===== src/sv/sipf_pkg.sv =====
// ----------------------------------------------------------------------------
// sipf_pkg
// Shared widths, constants and helpers for the servo instruction packet
// framer and its port checker.
// ----------------------------------------------------------------------------
package sipf_pkg;

    localparam int BYTE_W   = 8;
    localparam int COUNT_W  = 11;
    localparam int LEN_W    = 16;
    localparam int CRC_W    = 16;
    localparam int S_DATA_W = 32;
    localparam int STEP_W   = 4;

    // Largest parameter count a packet may carry; larger counts saturate
    localparam logic [COUNT_W-1:0] MAX_PARAMS = COUNT_W'(1024);

    localparam logic [7:0]  SERVO_ID_RST = 8'h01;
    localparam logic [15:0] CRC_POLY     = 16'h8005;
    localparam logic [15:0] LEN_EXTRA    = 16'd3;

    // Kind of an input beat (carried in s_tuser)
    typedef enum logic {
        FUNC_START = 1'b0,
        FUNC_PARAM = 1'b1
    } func_t;

    // Sequence positions within one input item
    localparam logic [STEP_W-1:0] STEP_HDR0   = 4'd0;
    localparam logic [STEP_W-1:0] STEP_HDR1   = 4'd1;
    localparam logic [STEP_W-1:0] STEP_HDR2   = 4'd2;
    localparam logic [STEP_W-1:0] STEP_HDR3   = 4'd3;
    localparam logic [STEP_W-1:0] STEP_ID     = 4'd4;
    localparam logic [STEP_W-1:0] STEP_LEN_LO = 4'd5;
    localparam logic [STEP_W-1:0] STEP_LEN_HI = 4'd6;
    localparam logic [STEP_W-1:0] STEP_INSTR  = 4'd7;
    localparam logic [STEP_W-1:0] STEP_CRC_LO = 4'd8;
    localparam logic [STEP_W-1:0] STEP_CRC_HI = 4'd9;

    // CRC-16, poly 0x8005, MSB first, one byte
    function automatic logic [CRC_W-1:0] crc_byte(input logic [CRC_W-1:0] crc,
                                                 input logic [BYTE_W-1:0] b);
        logic [CRC_W-1:0] c;
        c = crc ^ {b, 8'h00};
        for (int k = 0; k < 8; k++) begin
            if (c[CRC_W-1])
            begin
                c = {c[CRC_W-2:0], 1'b0} ^ CRC_POLY;
            end
            else
            begin
                c = {c[CRC_W-2:0], 1'b0};
            end
        end
        return c;
    endfunction

endpackage


===== src/sv/servo_instruction_packet_framer_unit.sv =====
// ----------------------------------------------------------------------------
// servo_instruction_packet_framer_unit
// Builds servo bus instruction packets (header, id, length, instruction,
// parameters, CRC-16) one byte per output beat.
// ----------------------------------------------------------------------------
// One output beat is produced per clock while an item is held and m_tready
// is high. A start beat gives ten output beats at count zero, eight otherwise;
// a parameter beat yields one, or three when it closes the packet. The input
// side is held by a one-item register that frees on the cycle its final byte
// moves to the output register, so a new beat is taken in that same cycle;
// the input rate is therefore set by the output byte stream. Counts above
// MAX_PARAMS saturate. A parameter beat with no open packet gives one beat
// with tuser (error) set and data zero. servo_id is written through the cfg
// channel, which is always ready, and must only change while the block idles.
// ----------------------------------------------------------------------------
module servo_instruction_packet_framer_unit (
    input  logic                           clk,
    input  logic                           rst_n,
    // Configuration: servo_id
    input  logic                           cfg_valid,
    output logic                           cfg_ready,
    input  logic [7:0]                     cfg_data,
    // Input stream
    input  logic                           s_tvalid,
    output logic                           s_tready,
    // [7:0] instruction, [18:8] param_count, [26:19] data_byte, [31:27] zero
    input  logic [sipf_pkg::S_DATA_W-1:0]  s_tdata,
    // [0] func
    input  logic                           s_tuser,
    // Output stream
    output logic                           m_tvalid,
    input  logic                           m_tready,
    // [7:0] out_byte
    output logic [7:0]                     m_tdata,
    // last
    output logic                           m_tlast,
    // [0] error
    output logic                           m_tuser
);
    import sipf_pkg::*;

    // Held input item
    logic                 hold_valid_reg;
    func_t                func_reg;
    logic [7:0]           instr_reg;
    logic [COUNT_W-1:0]   count_reg;
    logic [7:0]           data_reg;

    // Packet state
    logic [STEP_W-1:0]    step_reg,   step_next;
    logic [CRC_W-1:0]     crc_reg,    crc_next;
    logic [COUNT_W-1:0]   left_reg,   left_next;
    logic                 open_reg,   open_next;
    logic [7:0]           servo_id_reg;

    // Output register
    logic                 m_valid_reg;
    logic [7:0]           m_data_reg;
    logic                 m_last_reg;
    logic                 m_err_reg;

    // Per-beat combinational results
    logic                 advance;
    logic                 item_done;
    logic [COUNT_W-1:0]   count_sat;
    logic [LEN_W-1:0]     len;
    logic                 param_err;
    logic [7:0]           byte_out;
    logic                 byte_last;
    logic                 byte_framed;
    logic [CRC_W-1:0]     crc_in;

    assign cfg_ready = 1'b1;
    assign m_tvalid  = m_valid_reg;
    assign m_tdata   = m_data_reg;
    assign m_tlast   = m_last_reg;
    assign m_tuser   = m_err_reg;

    // Produce a byte when an item is held and the output slot is free
    assign advance   = hold_valid_reg && (!m_valid_reg || m_tready);
    assign s_tready  = !hold_valid_reg || (advance && item_done);

    // Saturate the count and form the length field
    assign count_sat = (count_reg > MAX_PARAMS) ? MAX_PARAMS : count_reg;
    assign len       = LEN_W'(count_sat) + LEN_EXTRA;
    assign param_err = (func_reg == FUNC_PARAM) && (step_reg == STEP_HDR0)
                       && (!open_reg || left_reg == '0);

    // Select the byte for this step
    always_comb
    begin
        byte_out    = 8'h00;
        byte_last   = 1'b0;
        byte_framed = 1'b1;
        case (step_reg)
            STEP_HDR0:
            begin
                if (func_reg == FUNC_PARAM)
                begin
                    byte_out    = param_err ? 8'h00 : data_reg;
                    byte_framed = !param_err;
                end
                else
                begin
                    byte_out = 8'hFF;
                end
            end
            STEP_HDR1:   byte_out = 8'hFF;
            STEP_HDR2:   byte_out = 8'hFD;
            STEP_HDR3:   byte_out = 8'h00;
            STEP_ID:     byte_out = servo_id_reg;
            STEP_LEN_LO: byte_out = len[7:0];
            STEP_LEN_HI: byte_out = len[15:8];
            STEP_INSTR:  byte_out = instr_reg;
            STEP_CRC_LO:
            begin
                byte_out    = crc_reg[7:0];
                byte_framed = 1'b0;
            end
            STEP_CRC_HI:
            begin
                byte_out    = crc_reg[15:8];
                byte_last   = 1'b1;
                byte_framed = 1'b0;
            end
            default:
            begin
                byte_out    = 8'h00;
                byte_framed = 1'b0;
            end
        endcase
    end

    // Advance the sequence, the CRC and the packet state
    always_comb
    begin
        crc_in    = (func_reg == FUNC_START && step_reg == STEP_HDR0) ? '0 : crc_reg;
        crc_next  = byte_framed ? crc_byte(crc_in, byte_out) : crc_reg;
        step_next = step_reg + STEP_W'(1);
        left_next = left_reg;
        open_next = open_reg;
        item_done = 1'b0;
        case (step_reg)
            STEP_HDR0:
            begin
                if (func_reg == FUNC_PARAM)
                begin
                    if (param_err)
                    begin
                        item_done = 1'b1;
                        step_next = STEP_HDR0;
                    end
                    else
                    begin
                        left_next = left_reg - COUNT_W'(1);
                        if (left_reg == COUNT_W'(1))
                        begin
                            step_next = STEP_CRC_LO;
                        end
                        else
                        begin
                            item_done = 1'b1;
                            step_next = STEP_HDR0;
                        end
                    end
                end
            end
            STEP_INSTR:
            begin
                if (count_sat == '0)
                begin
                    step_next = STEP_CRC_LO;
                end
                else
                begin
                    item_done = 1'b1;
                    step_next = STEP_HDR0;
                    left_next = count_sat;
                    open_next = 1'b1;
                end
            end
            STEP_CRC_HI:
            begin
                item_done = 1'b1;
                step_next = STEP_HDR0;
                crc_next  = '0;
                left_next = '0;
                open_next = 1'b0;
            end
            default:
            begin
                step_next = step_reg + STEP_W'(1);
            end
        endcase
    end

    // Control and state registers
    always_ff @(posedge clk or negedge rst_n)
    begin
        if (!rst_n)
        begin
            hold_valid_reg <= 1'b0;
            m_valid_reg    <= 1'b0;
            step_reg       <= STEP_HDR0;
            crc_reg        <= '0;
            left_reg       <= '0;
            open_reg       <= 1'b0;
            servo_id_reg   <= SERVO_ID_RST;
        end
        else
        begin
            if (cfg_valid && cfg_ready)
            begin
                servo_id_reg <= cfg_data;
            end
            if (s_tvalid && s_tready)
            begin
                hold_valid_reg <= 1'b1;
            end
            else if (advance && item_done)
            begin
                hold_valid_reg <= 1'b0;
            end
            if (advance)
            begin
                m_valid_reg <= 1'b1;
                step_reg    <= step_next;
                crc_reg     <= crc_next;
                left_reg    <= left_next;
                open_reg    <= open_next;
            end
            else if (m_tready)
            begin
                m_valid_reg <= 1'b0;
            end
        end
    end

    // Payload registers
    always_ff @(posedge clk)
    begin
        if (s_tvalid && s_tready)
        begin
            func_reg  <= func_t'(s_tuser);
            instr_reg <= s_tdata[7:0];
            count_reg <= s_tdata[18:8];
            data_reg  <= s_tdata[26:19];
        end
        if (advance)
        begin
            m_data_reg <= byte_out;
            m_last_reg <= byte_last;
            m_err_reg  <= param_err;
        end
    end

endmodule


===== config.mk =====
export PLATFORM = sky130hd
export DESIGN_NAME = servo_instruction_packet_framer_unit
export DESIGN_NICKNAME = d
export VERILOG_FILES = /design/src/sv/sipf_pkg.sv /design/src/sv/servo_instruction_packet_framer_unit.sv
export SDC_FILE = /design/constraint.sdc
export NUM_CORES = 1
export LEC_CHECK = 0
export ABC_AREA = 1
export BUFFER_PORTS_ARGS = -buffer_cell sky130_fd_sc_hd__buf_2
export CORE_ASPECT_RATIO = 1.5
export CORE_MARGIN = 2
export CORE_UTILIZATION = 29
export CTS_CLUSTER_SIZE = 10
export DETAILED_ROUTE_END_ITERATION = 6
export PLACE_DENSITY_LB_ADDON = 0.15
export SLEW_MARGIN = 20
export SYNTH_ARGS = -nofsm -noshare
export SYNTH_HDL_FRONTEND = slang
export SYNTH_SLANG_ARGS = --single-unit

===== constraint.sdc =====
create_clock -name clk -period 4 [get_ports clk]
set_input_delay 0.2 -clock clk [delete_from_list [all_inputs] [get_ports clk]]
set_output_delay 0.2 -clock clk [all_outputs]
set_load 0.01 [all_outputs]

==> results.md <==
- Sequential element share of the synthesized area: 47.6%
- Number of antenna repair diodes: 0
- Total Die Area: approximately 0.017 mm²
- Destination of the worst hold path: count_reg[5]$_DFFE_PP_
- Per-cell routed wire length: 16.3 µm
- Final min period: 3.23 ns
- CORE AREA: 0.0156 mm²
- Wire length of the first global-routing pass: between 20 and 25 mm
- Most common cell on crit path: nand2_1
- Outcome: completed
- Pins Over Slew Limit: 0
- Pin count of the biggest net entering global routing: between 40 and 50
- Worst R2R End: crc_reg[2]$_DFFE_PN0P_
- Number of optimization iterations in the first detailed-route pass: 4
- Row count: 56
- Cell area after technology mapping: about 0.0046 mm²
- Height of the die: 158 µm
- Flop2flop setup slack: 0.77 ns
- NumNets Final: 634
- Vias in the first global route: 3923
- Congestion Overflow GR: 0
- Final hold violation count: 0
- Clock tree from TritonCTS: built
- Worst-case vdd ir drop: 0.462 mV
- Nets in the synthesized netlist: 574
- Mean post-synth cell area: approximately 9 µm²
- # IOs: a little under 60
- Kind of end point of the critical path: flop
- Number of buffers added by the clock tree synthesis step: 9
- Number of warnings issued by yosys: 0
- Antenna violations before repair: 0
- Register bit count reported by yosys: 80
- Highest Signal Layer: met4
- Placed Instances: 773
- Kind of start point of the critical path: flop
- Number of violations of the max-capacitance limit: 0
- DRT met1 WL: 5.20 mm
- Lkg Pwr: 0.00246 µW
- Starting Density: between 20% and 30%
- RSZ-0062 raised after global routing: no
- Worst max-slew margin expressed relative to the limit: 60.7%
- Leading cell types in the layout, fill and taps excluded: 98 x nand2_1, 68 x inv_1, 51 x buf_2
- Global-route usage over all layers: between 10% and 20%
- Peak per-stage delay on the critical path: 0.39 ns
- Final weighted congestion of routability-driven global placement: 0.907
- Number of endpoints failing setup at the final stage: 0
- Remaining antenna violation count: 0
- Transition time at the pin with the least slew margin: 0.589 ns
- Area delta synth->final: 18.4%
- Unique masters post-synth: 48
- Min-Delay Path Class: in2reg
- Worst hold start: s_tdata[13]
- Buffers added on ports: 52
- Post-CTS resize count: 0
- Critical path required time: between 4 and 5 ns
- Number of stages on the worst hold path: 1
- Commonest non-fill, non-tap cell in the layout: nand2_1
- H-tree lvl count: 3
- Number of sinks driven by the clock tree: 80
- Placed cell areas: 0.00510 mm²
- Flip-flop count of the largest register, all copies and words added: 16
- Clk Latency, worst-skew pair: 0.35 ns
- Number of cells produced by synthesis: between 500 and 600
- Fin cells: 790
- Root buffer selected by CTS: clkbuf_16
- Highest attainable clock frequency: between 300 and 400 MHz
- Share of the clock period used by the worst path: 80.8%
- Maximum fanout along the worst path: 8
- DR vias: 3767
- Sum of met3 wire segment lengths after detailed routing: 373 µm
- Critical path data arrival time: 3.46 ns
- Post-CTS Setup Inserts: 0
- Cell area after layout: 0.00545 mm²
- Chip Width: 107 µm
- Clock transition at path regs: around 0.070 ns
- CTS Hold Buffers Added: 0
- Critical register-to-register path startpoint: step_reg[1]$_DFFE_PN0P_
- Half-perimeter wire length of the detailed placement result: 10.2 mm
- Amount of wire on met2 after detailed routing: 6.93 mm
- Aggregate negative setup slack: 0 ns
- Ratio of routed vias to standard cells: 4.77
- Kind of critical path: reg2reg
- Initial DRC count: 195
- Ratio of cells with drive above 1 in the final layout: between 20% and 30%
- Power density over the cells: 1050 mW/mm²
- Post-detailed-routing wire length: 12.9 mm
- Maximum clock skew at final layout: between 0.009 and 0.01 ns
- Post-detailed-route DRC marker count: 0
- Register-to-Register Path Depth: 27
- Slowest cell on the critical path: dfrtp_1
- Number of buffers between clock root and the deepest sink: 2
-- where the power goes --
| group | switching [µW] | total (µW) | internal, µW |
|---|---|---|---|
| combinational | 2280 | 3420 | 1150 |
| clock | 375 | 938 | 563 |
| sequential | 188 | 1370 | 1190 |
| total | 2840 | 5730 | 2890 |
-- how the worst max path moves through the flow --
stage	depth (start not counted)	slack [ns]	endpoint	from
after global routing	25	0.39	crc_reg[2]$_DFFE_PN0P_	step_reg[1]$_DFFE_PN0P_
after global placement	21	0.79	crc_reg[0]$_DFFE_PN0P_	left_reg[0]$_DFFE_PN0P_
after floorplan	10	0.84	count_reg[0]$_DFFE_PP_	step_reg[3]$_DFFE_PN0P_
after CTS	19	0.70	crc_reg[2]$_DFFE_PN0P_	step_reg[0]$_DFFE_PN0P_
final	27	0.77	crc_reg[2]$_DFFE_PN0P_	step_reg[1]$_DFFE_PN0P_
after detailed placement	19	0.72	crc_reg[2]$_DFFE_PN0P_	step_reg[0]$_DFFE_PN0P_
-- through the flow --
step                util (%)  total power (µW)  setup WS, ns  hold WS, ns
global placement        32.7              4780         0.786        0.377
CTS                     34.8              5800         0.695       0.0153
finish                  34.9              5730         0.767       0.0234
detailed placement      32.7              4840         0.720        0.378
floorplan                  -              3990         0.840      -0.0956
global route            34.9              6230         0.389       0.0147
-- Yosys cell counts (all sizes together) --
cell      n  area, µm²
nand4     5       43.8
a21oi     8       40.0
o21ai    44        224
xnor2     1       16.3
ha        6       75.1
dfstp     1       26.3
o21bai    2       22.5
a221oi    1       8.76
inv      76        288
nor2     44        205
or2       4       25.0
a32o      4       40.0
edfxtp   38       1140
nor4      2       12.5
clkbuf    4       15.0
clkinv    4       16.3
nor3      6       30.0
o22ai    11       68.8
nand3    60        370
mux2      3       33.8
nor3b     2       25.0
a22o      1       8.76
conb      1       3.75
a31oi     3       18.8
o211ai    4       30.0
dfrtp    41       1030
a211oi    2       15.0
buf       5       40.0
o32ai     5       43.8
nand2   125        597
xor2      7       76.3
a32oi     2       17.5
-- cells by family (layout without fill, tap and decap cells) --
logic type,Yosys count,after routing,share of synthesized area [%]
other,1,1,0.0814
adder cells (fa/ha/maj),6,6,1.63
multiplexers,3,3,0.734
AND/OR/NAND/NOR,248,248,28.4
AO/OA/AOI/OAI,87,87,11.7
buffers and inverters,89,154,7.80
XOR/XNOR,8,8,2.01
flip-flops,80,80,47.6
-- area by class of cell --
cell class / instances / area (µm²)
fillers: 1624 / 10200
flip-flops and latches: 80 / 2190
multi-input cells: 353 / 2050
repair buffers: 58 / 310
inverters: 80 / 304
well taps: 203 / 254
clock buffers: 9 / 225
clock inverters: 7 / 109
-- metal layers --
metal  GRT usage [%]  vias up
met1            18.2     1801
met4            6.56        0
li1                -     1879
met3            2.25       21
met5               0        -
met2            30.7       66
-- critical path: cells and delay by family (launching register included) --
family | cells | cell delay [ns]
adders and majority gates | 1 | 0.23
AOI/OAI and AO/OA | 1 | 0.12
DFF | 1 | 0.39
and+or+nand+nor | 22 | 1.95
buffers and inverters | 3 | 0.43
(Power assumes the default switching activity.)
